==> config.mk <==
export PLATFORM = sky130hd
export DESIGN_NAME = blend_mode_byte_unit
export DESIGN_NICKNAME = d
export VERILOG_FILES = /design/src/bmb_pkg.sv /design/src/bmb_prep.sv /design/src/bmb_div.sv /design/src/bmb_mix.sv /design/src/blend_mode_byte_unit.sv
export SDC_FILE = /design/constraint.sdc
export NUM_CORES = 2
export LEC_CHECK = 0
export ABC_AREA = 1
export BUFFER_PORTS_ARGS = -buffer_cell sky130_fd_sc_hd__clkbuf_2
export CORE_ASPECT_RATIO = 0.7
export CORE_MARGIN = 1
export CORE_UTILIZATION = 60
export DETAILED_ROUTE_END_ITERATION = 8
export GPL_TIMING_DRIVEN = 0
export HOLD_SLACK_MARGIN = 0.08
export PLACE_DENSITY = 0.76
export SETUP_SLACK_MARGIN = 0.2
export SYNTH_ARGS = -nofsm -noshare
export SYNTH_HDL_FRONTEND = slang
export SYNTH_SLANG_ARGS = --single-unit
==> constraint.sdc <==
create_clock -name clk_i -period 198.5 [get_ports clk_i]
set_input_delay 19.85 -clock clk_i [delete_from_list [all_inputs] [get_ports clk_i]]
set_output_delay 19.85 -clock clk_i [all_outputs]
set_load 0.05 [all_outputs]
==> src/bmb_pkg.sv <==
// Shared types, mode codes and sizes for the blend mode byte unit.
// Used by every module of the block but the checker; depends on nothing.
package bmb_pkg;

  localparam int unsigned DivStages = 16;  // one quotient bit per divider stage
  localparam int unsigned NumWidth  = 16;
  localparam int unsigned DenWidth  = 16;

  localparam logic [4:0] MODE_NORMAL       = 5'd0;
  localparam logic [4:0] MODE_DARKEN       = 5'd1;
  localparam logic [4:0] MODE_MULTIPLY     = 5'd2;
  localparam logic [4:0] MODE_COLOR_BURN   = 5'd3;
  localparam logic [4:0] MODE_LINEAR_BURN  = 5'd4;
  localparam logic [4:0] MODE_LIGHTEN      = 5'd5;
  localparam logic [4:0] MODE_SCREEN       = 5'd6;
  localparam logic [4:0] MODE_COLOR_DODGE  = 5'd7;
  localparam logic [4:0] MODE_LINEAR_DODGE = 5'd8;
  localparam logic [4:0] MODE_OVERLAY      = 5'd9;
  localparam logic [4:0] MODE_HARD_LIGHT   = 5'd10;
  localparam logic [4:0] MODE_SOFT_LIGHT   = 5'd11;
  localparam logic [4:0] MODE_VIVID_LIGHT  = 5'd12;
  localparam logic [4:0] MODE_LINEAR_LIGHT = 5'd13;
  localparam logic [4:0] MODE_PIN_LIGHT    = 5'd14;
  localparam logic [4:0] MODE_HARD_MIX     = 5'd15;
  localparam logic [4:0] MODE_DIFFERENCE   = 5'd16;
  localparam logic [4:0] MODE_EXCLUSION    = 5'd17;

  // Operands and products after the first register stage.
  typedef struct packed {
    logic [4:0]  mode;
    logic [7:0]  a;
    logic [7:0]  b;
    logic [15:0] p_ab;
    logic [15:0] p_inv;
    logic [15:0] p_aa;
    logic [15:0] p_ac;
    logic [15:0] p_v;
  } stage1_t;

  // Terms that travel alongside the divider.
  typedef struct packed {
    logic [4:0]  mode;
    logic [7:0]  a;
    logic [7:0]  b;
    logic [7:0]  q_ab255;
    logic        ex_bit;
    logic [8:0]  q_ab128;
    logic [7:0]  q_inv255;
    logic [8:0]  q_inv128;
    logic [8:0]  q_ac128;
    logic [15:0] soft_hi;
    logic [15:0] soft_lo;
  } side_t;

endpackage

==> src/bmb_prep.sv <==
// Front stages of the blend unit: products, constant divisions and divider operands.
// Depends on bmb_pkg.
module bmb_prep (
  input  logic                          clk_i,
  input  logic                          rst_ni,
  input  logic                          en_i,
  input  logic                          valid_i,
  input  logic [7:0]                    a_i,
  input  logic [7:0]                    b_i,
  input  logic [4:0]                    mode_i,
  output logic                          valid_o,
  output logic [bmb_pkg::NumWidth-1:0]  num_o,
  output logic [bmb_pkg::DenWidth-1:0]  den_o,
  output bmb_pkg::side_t                side_o
);

  bmb_pkg::stage1_t s1_d, s1_q;
  logic             v1_q, v2_q;
  logic [8:0]       b2;

  always_comb begin
    b2 = {b_i, 1'b0};
    s1_d.mode  = mode_i;
    s1_d.a     = a_i;
    s1_d.b     = b_i;
    s1_d.p_ab  = a_i * b_i;
    s1_d.p_inv = (8'd255 - a_i) * (8'd255 - b_i);
    s1_d.p_aa  = a_i * a_i;
    s1_d.p_ac  = a_i * (8'd255 - b_i);
    if (b_i <= 8'd128) begin
      s1_d.p_v = (8'd255 - a_i) * 8'(9'd255 - b2);
    end else begin
      s1_d.p_v = a_i * 8'(b2 - 9'd255);
    end
  end

  // Second stage: x/255 as (x>>8) plus one correction, x <= 65025.
  logic [8:0]  r_ab0, r_inv0, r_aa0;
  logic        ge_ab, ge_inv, ge_aa;
  logic [7:0]  r_ab;
  logic [7:0]  q_aa, r_aa, cb;
  logic [8:0]  db2;
  bmb_pkg::side_t                side_d, side_q;
  logic [bmb_pkg::NumWidth-1:0]  num_d, num_q;
  logic [bmb_pkg::DenWidth-1:0]  den_d, den_q;

  always_comb begin
    r_ab0  = {1'b0, s1_q.p_ab[7:0]} + {1'b0, s1_q.p_ab[15:8]};
    ge_ab  = r_ab0 >= 9'd255;
    r_ab   = ge_ab ? 8'(r_ab0 - 9'd255) : r_ab0[7:0];
    r_inv0 = {1'b0, s1_q.p_inv[7:0]} + {1'b0, s1_q.p_inv[15:8]};
    ge_inv = r_inv0 >= 9'd255;
    // Soft light splits a*a into a quotient and a remainder by 255 before
    // both are scaled by 255-b; the final step happens in the last stage.
    r_aa0  = {1'b0, s1_q.p_aa[7:0]} + {1'b0, s1_q.p_aa[15:8]};
    ge_aa  = r_aa0 >= 9'd255;
    q_aa   = s1_q.p_aa[15:8] + {7'd0, ge_aa};
    r_aa   = ge_aa ? 8'(r_aa0 - 9'd255) : r_aa0[7:0];
    cb     = 8'd255 - s1_q.b;
    db2    = {s1_q.b, 1'b0};

    side_d.mode     = s1_q.mode;
    side_d.a        = s1_q.a;
    side_d.b        = s1_q.b;
    side_d.q_ab255  = s1_q.p_ab[15:8] + {7'd0, ge_ab};
    side_d.ex_bit   = {r_ab, 1'b0} >= 9'd255;
    side_d.q_ab128  = s1_q.p_ab[15:7];
    side_d.q_inv255 = s1_q.p_inv[15:8] + {7'd0, ge_inv};
    side_d.q_inv128 = s1_q.p_inv[15:7];
    side_d.q_ac128  = s1_q.p_ac[15:7];
    side_d.soft_hi  = q_aa * cb;
    side_d.soft_lo  = r_aa * cb;

    num_d = '0;
    den_d = 16'd1;
    unique case (s1_q.mode)
      bmb_pkg::MODE_COLOR_BURN: begin
        num_d = s1_q.p_inv;
        den_d = {8'd0, s1_q.b};
      end
      bmb_pkg::MODE_COLOR_DODGE: begin
        num_d = s1_q.p_ab;
        den_d = {8'd0, cb};
      end
      bmb_pkg::MODE_VIVID_LIGHT: begin
        num_d = s1_q.p_v;
        if (s1_q.b <= 8'd128) begin
          den_d = {7'd0, db2};
        end else begin
          den_d = {7'd0, 9'd510 - db2};
        end
      end
      default: begin
        num_d = '0;
        den_d = 16'd1;
      end
    endcase
  end

  always_ff @(posedge clk_i or negedge rst_ni) begin
    if (!rst_ni) begin
      v1_q <= 1'b0;
      v2_q <= 1'b0;
    end else if (en_i) begin
      v1_q <= valid_i;
      v2_q <= v1_q;
    end
  end

  always_ff @(posedge clk_i) begin
    if (en_i) begin
      s1_q   <= s1_d;
      side_q <= side_d;
      num_q  <= num_d;
      den_q  <= den_d;
    end
  end

  assign valid_o = v2_q;
  assign num_o   = num_q;
  assign den_o   = den_q;
  assign side_o  = side_q;

endmodule

==> src/bmb_div.sv <==
// Pipelined restoring divider, one quotient bit per stage, side terms carried along.
// Depends on bmb_pkg.
module bmb_div (
  input  logic                          clk_i,
  input  logic                          rst_ni,
  input  logic                          en_i,
  input  logic                          valid_i,
  input  logic [bmb_pkg::NumWidth-1:0]  num_i,
  input  logic [bmb_pkg::DenWidth-1:0]  den_i,
  input  bmb_pkg::side_t                side_i,
  output logic                          valid_o,
  output logic [bmb_pkg::NumWidth-1:0]  quo_o,
  output bmb_pkg::side_t                side_o
);

  localparam int unsigned N = bmb_pkg::DivStages;
  localparam int unsigned W = bmb_pkg::NumWidth;
  localparam int unsigned D = bmb_pkg::DenWidth;

  // Index 0 is the stage input; index k+1 is the register of stage k.
  logic [W-1:0]   nq_s   [N+1];
  logic [D-1:0]   rem_s  [N+1];
  logic [D-1:0]   den_s  [N+1];
  bmb_pkg::side_t side_s [N+1];
  logic           vld_s  [N+1];

  assign nq_s[0]   = num_i;
  assign rem_s[0]  = '0;
  assign den_s[0]  = den_i;
  assign side_s[0] = side_i;
  assign vld_s[0]  = valid_i;

  for (genvar k = 0; k < N; k++) begin : g_stage
    logic [D:0]     trial;
    logic           ge;
    logic [W-1:0]   nq_d, nq_q;
    logic [D-1:0]   rem_d, rem_q;
    logic [D-1:0]   den_q;
    bmb_pkg::side_t side_q;
    logic           vld_q;

    // The numerator shifts out at the top while quotient bits enter at the bottom.
    always_comb begin
      trial = {rem_s[k], nq_s[k][W-1]};
      ge    = trial >= {1'b0, den_s[k]};
      rem_d = ge ? D'(trial - {1'b0, den_s[k]}) : trial[D-1:0];
      nq_d  = {nq_s[k][W-2:0], ge};
    end

    always_ff @(posedge clk_i or negedge rst_ni) begin
      if (!rst_ni) begin
        vld_q <= 1'b0;
      end else if (en_i) begin
        vld_q <= vld_s[k];
      end
    end

    always_ff @(posedge clk_i) begin
      if (en_i) begin
        nq_q   <= nq_d;
        rem_q  <= rem_d;
        den_q  <= den_s[k];
        side_q <= side_s[k];
      end
    end

    assign nq_s[k+1]   = nq_q;
    assign rem_s[k+1]  = rem_q;
    assign den_s[k+1]  = den_q;
    assign side_s[k+1] = side_q;
    assign vld_s[k+1]  = vld_q;
  end

  assign valid_o = vld_s[N];
  assign quo_o   = nq_s[N];
  assign side_o  = side_s[N];

endmodule

==> src/bmb_mix.sv <==
// Final stage: per-mode combination, clamp to 0..255 and the output register.
// Depends on bmb_pkg.
module bmb_mix (
  input  logic                          clk_i,
  input  logic                          rst_ni,
  input  logic                          en_i,
  input  logic                          valid_i,
  input  logic [bmb_pkg::NumWidth-1:0]  quo_i,
  input  bmb_pkg::side_t                side_i,
  output logic                          valid_o,
  output logic [7:0]                    value_o
);

  logic signed [18:0] sa, sb, sq, res;
  logic signed [18:0] ab128, inv128, ab255, inv255, ac128;
  logic [7:0]         mn, mx, b2m;
  logic [8:0]         s_r0;
  logic               s_ge;
  logic [7:0]         s_u, s_v;
  logic [16:0]        s_acc;
  logic signed [18:0] soft_t;
  logic [7:0]         value_d, value_q;
  logic               valid_q;

  always_comb begin
    sa     = $signed({11'd0, side_i.a});
    sb     = $signed({11'd0, side_i.b});
    sq     = $signed({3'd0, quo_i});
    ab128  = $signed({10'd0, side_i.q_ab128});
    inv128 = $signed({10'd0, side_i.q_inv128});
    ab255  = $signed({11'd0, side_i.q_ab255});
    inv255 = $signed({11'd0, side_i.q_inv255});
    ac128  = $signed({10'd0, side_i.q_ac128});
    mn     = (side_i.a < side_i.b) ? side_i.a : side_i.b;
    mx     = (side_i.a > side_i.b) ? side_i.a : side_i.b;
    // Soft light's lower term a*a*(255-b)/65025: with a*a = 255*qa + ra and
    // qa*(255-b) = 255*u + v, the term is u plus one carry when
    // 255*v + ra*(255-b) reaches 65025.
    s_r0   = {1'b0, side_i.soft_hi[7:0]} + {1'b0, side_i.soft_hi[15:8]};
    s_ge   = s_r0 >= 9'd255;
    s_u    = side_i.soft_hi[15:8] + {7'd0, s_ge};
    s_v    = s_ge ? 8'(s_r0 - 9'd255) : s_r0[7:0];
    s_acc  = {1'b0, s_v, 8'd0} - {9'd0, s_v} + {1'b0, side_i.soft_lo};
    soft_t = $signed({11'd0, s_u}) + $signed({18'd0, s_acc >= 17'd65025});
    // Pin light compares a with 2b, or 2b-1 in the upper half.
    if (side_i.b <= 8'd128) begin
      b2m = ({1'b0, side_i.a} < {side_i.b, 1'b0}) ? side_i.a : 8'({side_i.b, 1'b0});
    end else begin
      b2m = ({1'b0, side_i.a} < 9'({side_i.b, 1'b0} - 9'd1)) ? side_i.a
          : 8'({side_i.b, 1'b0} - 9'd1);
    end

    unique case (side_i.mode)
      bmb_pkg::MODE_DARKEN:       res = $signed({11'd0, mn});
      bmb_pkg::MODE_MULTIPLY:     res = ab255;
      bmb_pkg::MODE_COLOR_BURN:   res = (side_i.b == 8'd0) ? 19'sd0 : sa - sq;
      bmb_pkg::MODE_LINEAR_BURN:  res = sa + sb - 19'sd255;
      bmb_pkg::MODE_LIGHTEN:      res = $signed({11'd0, mx});
      bmb_pkg::MODE_SCREEN:       res = 19'sd255 - inv255;
      bmb_pkg::MODE_COLOR_DODGE:  res = (side_i.b == 8'd255) ? 19'sd255 : sa + sq;
      bmb_pkg::MODE_LINEAR_DODGE: res = sa + sb;
      bmb_pkg::MODE_OVERLAY:      res = (side_i.a <= 8'd128) ? ab128 : 19'sd255 - inv128;
      bmb_pkg::MODE_HARD_LIGHT:   res = (side_i.b <= 8'd128) ? ab128 : 19'sd255 - inv128;
      bmb_pkg::MODE_SOFT_LIGHT: begin
        if (side_i.b <= 8'd128) begin
          res = ab128 + soft_t;
        end else begin
          res = ac128 + ((side_i.a == 8'd255) ? (sb + sb - 19'sd255) : 19'sd0);
        end
      end
      bmb_pkg::MODE_VIVID_LIGHT: begin
        // At b = 128 the result is a; the divider's quotient is not used there.
        if (side_i.b == 8'd0) begin
          res = 19'sd0;
        end else if (side_i.b < 8'd128) begin
          res = sa - sq;
        end else if (side_i.b == 8'd128) begin
          res = sa;
        end else if (side_i.b == 8'd255) begin
          res = 19'sd255;
        end else begin
          res = sa + sq;
        end
      end
      bmb_pkg::MODE_LINEAR_LIGHT: res = sa + sb + sb - 19'sd255;
      bmb_pkg::MODE_PIN_LIGHT:    res = $signed({11'd0, b2m});
      bmb_pkg::MODE_HARD_MIX:     res = (sa + sb > 19'sd255) ? 19'sd255 : 19'sd0;
      bmb_pkg::MODE_DIFFERENCE:   res = $signed({11'd0, mx - mn});
      bmb_pkg::MODE_EXCLUSION: begin
        res = sa + sb - ab255 - ab255 - $signed({18'd0, side_i.ex_bit});
      end
      default:                    res = sa;
    endcase

    if (res < 19'sd0) begin
      value_d = 8'd0;
    end else if (res > 19'sd255) begin
      value_d = 8'd255;
    end else begin
      value_d = res[7:0];
    end
  end

  always_ff @(posedge clk_i or negedge rst_ni) begin
    if (!rst_ni) begin
      valid_q <= 1'b0;
    end else if (en_i) begin
      valid_q <= valid_i;
    end
  end

  always_ff @(posedge clk_i) begin
    if (en_i) begin
      value_q <= value_d;
    end
  end

  assign valid_o = valid_q;
  assign value_o = value_q;

endmodule

==> src/blend_mode_byte_unit.sv <==
// Top level of the blend mode byte unit: config register, pipeline control, streams.
// Depends on bmb_pkg, bmb_prep, bmb_div and bmb_mix.

// The unit blends a foreground byte with a background byte under the blend mode held
// in its one configuration register, and takes one transfer per clock unless the
// output is held off. Each result passes through two stages of products and operand
// preparation, a 16-stage divider that resolves one quotient bit per stage, and the
// output register. The whole pipeline advances together; when the output is held
// off, the input stops accepting until the held result is taken.
module blend_mode_byte_unit (
  input  logic        clk_i,
  input  logic        rst_ni,
  input  logic        cfg_we_i,
  input  logic [4:0]  cfg_wdata_i,
  input  logic        s_axis_tvalid_i,
  output logic        s_axis_tready_o,
  input  logic [15:0] s_axis_tdata_i,   // [7:0] fore_value, [15:8] back_value
  output logic        m_axis_tvalid_o,
  input  logic        m_axis_tready_i,
  output logic [7:0]  m_axis_tdata_o    // [7:0] blended_value
);

  logic [4:0]                   mode_q;
  logic                         en;
  logic                         v_prep, v_div, v_out;
  logic [bmb_pkg::NumWidth-1:0] num, quo;
  logic [bmb_pkg::DenWidth-1:0] den;
  bmb_pkg::side_t               side_prep, side_div;

  always_ff @(posedge clk_i or negedge rst_ni) begin
    if (!rst_ni) begin
      mode_q <= bmb_pkg::MODE_NORMAL;
    end else if (cfg_we_i) begin
      mode_q <= cfg_wdata_i;
    end
  end

  assign en              = !v_out || m_axis_tready_i;
  assign s_axis_tready_o = en;
  assign m_axis_tvalid_o = v_out;

  bmb_prep u_prep (
    .clk_i   (clk_i),
    .rst_ni  (rst_ni),
    .en_i    (en),
    .valid_i (s_axis_tvalid_i),
    .a_i     (s_axis_tdata_i[7:0]),
    .b_i     (s_axis_tdata_i[15:8]),
    .mode_i  (mode_q),
    .valid_o (v_prep),
    .num_o   (num),
    .den_o   (den),
    .side_o  (side_prep)
  );

  bmb_div u_div (
    .clk_i   (clk_i),
    .rst_ni  (rst_ni),
    .en_i    (en),
    .valid_i (v_prep),
    .num_i   (num),
    .den_i   (den),
    .side_i  (side_prep),
    .valid_o (v_div),
    .quo_o   (quo),
    .side_o  (side_div)
  );

  bmb_mix u_mix (
    .clk_i   (clk_i),
    .rst_ni  (rst_ni),
    .en_i    (en),
    .valid_i (v_div),
    .quo_i   (quo),
    .side_i  (side_div),
    .valid_o (v_out),
    .value_o (m_axis_tdata_o)
  );

endmodule

==> results by group <==
Logic synthesis
  • Synth cell types: 61
  • Yosys warns: 0
  • Flops & latches, synth: ~2,400
  • Register area share after synthesis: 67.62%
  • Dominant cell type by area after synthesis: edfxtp_1
  • Synth top area cells: edfxtp_1 67%, ha_1 6.9%, fa_1 5.3%, nand2_1 4.1%, inv_1 3.7%
  • Mean post-synth cell area: around 13 sq um
  • FFs w/ async S/R, synth: 0.9881%
  • Synth top area share: 67.06%
  • Synth Instances: 7,978
  • Syn Nets: 8,880
  • Number of synthesized flops with an enable pin: ~2,400
  • Mapped Area: 0.1077 sq mm
  • Ys flop type: edfxtp_1

Critical path
  • Worst Path Arrival: 21.46 ns
  • R2r endpoint: u_mix.value_o[4]
  • Critical path class: input port to primary output
  • CP endpoint: s_axis_tready_o
  • Crit path from: m_axis_tready_i
  • CP endpoint kind: primary output
  • Crit path max fanout: 69
  • CP required: 178.65 ns
  • R2r startpoint: u_div.side_o[24]
  • CP Launch Type: input port
  • R2R cell count: 47
  • Flop2flop setup slack: 189.85 ns

Hold path
  • HP Class: flop to flop

Clock tree
  • Clock Latency Late Sink: 0.84 ns
  • Clock sink count: about 2,400
  • Worst-case clock buffer depth: 3
  • Post-CTS Hold Buffers: 0
  • Htree depth: 4
  • Post-CTS Setup Inserts: 0
  • CTS tree: yes
  • CTS clock-pin slew for the worst setup and hold paths: 0.07 ns
  • Root Driver: clkbuf_16
  • Cts repair resizes: 0
  • CTS buffer count: 202

Job
  • Max-cap check violation count: 0

Die
  • Die footprint: 0.1812 sq mm
  • Chip height: 356.5 um
  • Starting Density: 60.71%
  • I/O Pins: 36
  • Core Region: between 0.15 and 0.2 sq mm
  • # rows: ~130
  • Die X: 508.4 um

Status
  • Outcome: complete, no violations

Timing
  • Worst-Margin Slew: ~1.1 ns
  • Setup TNS Final: 0 ns
  • Relative slew slack: 27.57%
  • Minimum clock period after layout: 41.31 ns
  • Endpoints failing setup: 0
  • Final Hold Vio Count: 0
  • RSZ-0062 raised after global routing: false
  • Fin. max-slew vios: 0
  • Clock skew: 0.03977 ns
  • Tcrit/Tclk final: 20.81%
  • F_max: 0.02421 GHz

Layout
  • Layout cells sized above 1: 5.368%
  • Filler cells: 11,950
  • Layout net count: 9,155
  • Layout Area Growth over Synthesis: 9.962%

Global route
  • Antenna violations before repair: 15
  • GR Util All Layers: 25.27%
  • Largest net degree at the start of global routing: 76
  • First-pass GRT wire length: 346,600 um
  • Grt ovf: 0
  • Number of global-route vias before repair: 60,040

Route
  • 1st-iter DRT viols: 5,753
  • Routed Wire Length: 225,600 um
  • TritonRoute pass-1 iters: 8
  • Routed Antenna Nets: 0
  • Via count: 60,230
  • Routed len/inst: 20.92 um
  • Via density: 5.584
  • Number of remaining DRC errors: 0

Placement
  • # port buffers: 35
  • DP HPWL: 151,500 um
  • Gpl congestion: just under 1
==> state kept, by name, indices dropped and copies added (netlist names), 5 cells and up <==
name,count
mode_q,5
u_div.g_stage.vld_q,15
u_prep.den_o,9
u_div.side_o,97
u_div.quo_o,16
u_div.g_stage.den_q,135
u_prep.side_o,97
u_prep.s1_q,84
u_div.g_stage.rem_q,240
u_div.g_stage.nq_q,240
u_prep.db2,8
u_prep.num_o,16
u_div.g_stage.side_q,1455
u_mix.value_o,8
==> critical path, cell delays in order <==
cell	delay (ns)
clkbuf_2	0.07
inv_1	0.03
nand2_1	0.25
clkbuf_4	0.82
clkbuf_2	0.41
==> metrics by stage <==
step | area (sq um) | cells | worst slack [ns] | hold WS [ns] | util [%]
after floorplan | 107700 | 7978 | 93.49 | 0.4003 | -
after global placement | 110800 | 10370 | 66.06 | 0.4002 | 62.47
after detailed placement | 111800 | 10410 | 157.14 | 0.4045 | 63.03
after CTS | 118400 | 10780 | 157.15 | 0.3939 | 66.75
after global routing | 118400 | 10780 | 157.02 | 0.3927 | 66.75
final | 118400 | 10790 | 157.19 | 0.3915 | 66.76
==> cell usage after synthesis, types with 11 or more instances <==
cell and n:
a211oi_1 11, a21oi_1 360, buf_2 16, clkbuf_1 83, clkinv_1 15, dfrtp_1 24
edfxtp_1 2405, fa_1 284, ha_1 592, inv_1 1055, nand2_1 1173, nand3_1 296
nand3b_1 17, nand4_1 66, nor2_1 569, nor2_2 12, nor3_1 65, nor4_1 27
o211ai_1 52, o21ai_0 328, o21ai_1 11, o21bai_1 22, or2_2 26, xnor2_1 127
xor2_1 202
==> layout make-up <==
| type | count | area (sq um) | area share, % |
|---|---|---|---|
| tap | 2358 | 2950 | 2.491 |
| timing repair buffer | 71 | 1159 | 0.9784 |
| clock inverter | 135 | 1373 | 1.159 |
| multi-input combinational | 4359 | 30370 | 25.65 |
| clock buffer | 236 | 5225 | 4.412 |
| inverter | 1078 | 4046 | 3.417 |
| sequential | 2429 | 72820 | 61.49 |
| antenna | 7 | 17.52 | 0.01479 |
| buffer | 112 | 459.2 | 0.3878 |
==> per-layer routing <==
layer  global-route usage [%]  share of wire [%]  vias to the layer above
met5                        0              0.010                        -
met4                    8.799                3.4                        4
met3                    3.765                6.4                      461
met2                    40.82                 47                     2317
met1                    35.45                 43                    29150
li1                         -                  -                    28290
==> kinds of logic (layout without fill, tap and decap cells) <==
family                   Yosys count  after routing  share of synthesized area (%)
AO/OA/AOI/OAI                    877            877                          4.530
XOR/XNOR                         330            330                          2.691
adder cells (fa/ha/maj)          876            876                          12.16
buffers and inverters           1190           1632                          4.180
flip-flops                      2429           2429                          67.62
multiplexers                       7              7                        0.07203
other                              0              7                              0
AND/OR/NAND/NOR                 2269           2269                          8.751
==> cell usage in the layout, fill, tap and decap left out, drive strengths merged, types with 11 or more instances in the layout <==
| cell type | netlist | routed |
|---|---|---|
| buf | 29 | 65 |
| fa | 284 | 284 |
| xor2 | 203 | 203 |
| nand3b | 17 | 17 |
| nor4 | 27 | 27 |
| clkinv | 15 | 105 |
| xnor2 | 127 | 127 |
| nand4 | 66 | 66 |
| inv | 1063 | 1078 |
| dfrtp | 24 | 24 |
| edfxtp | 2405 | 2405 |
| nand2 | 1178 | 1178 |
| o21ai | 347 | 347 |
| ha | 592 | 592 |
| bufinv | 0 | 23 |
| o211ai | 52 | 52 |
| a211oi | 11 | 11 |
| nand3 | 296 | 296 |
| clkbuf | 83 | 354 |
| nor2 | 582 | 582 |
| or2 | 28 | 28 |
| o21bai | 24 | 24 |
| nor3 | 65 | 65 |
| a21oi | 361 | 361 |
==> how the worst min path moves through the flow <==
stage	startpoint	end	slack, ns	cells after the start
after floorplan	u_prep.num_o[9]	u_div.g_stage[0].nq_q[10]	0.40	0
after global placement	u_div.g_stage[10].side_q[65]	u_div.g_stage[11].side_q[65]	0.40	0
after detailed placement	u_prep.num_o[6]	u_div.g_stage[0].nq_q[7]	0.40	0
after CTS	u_div.g_stage[9].side_q[61]	u_div.g_stage[10].side_q[61]	0.39	0
after global routing	u_div.g_stage[6].side_q[31]	u_div.g_stage[7].side_q[31]	0.39	0
final	u_div.g_stage[11].side_q[42]	u_div.g_stage[12].side_q[42]	0.39	0
Power is not shown: default switching activity piles up to over one toggle a cycle in this logic, so the estimate is an artifact.
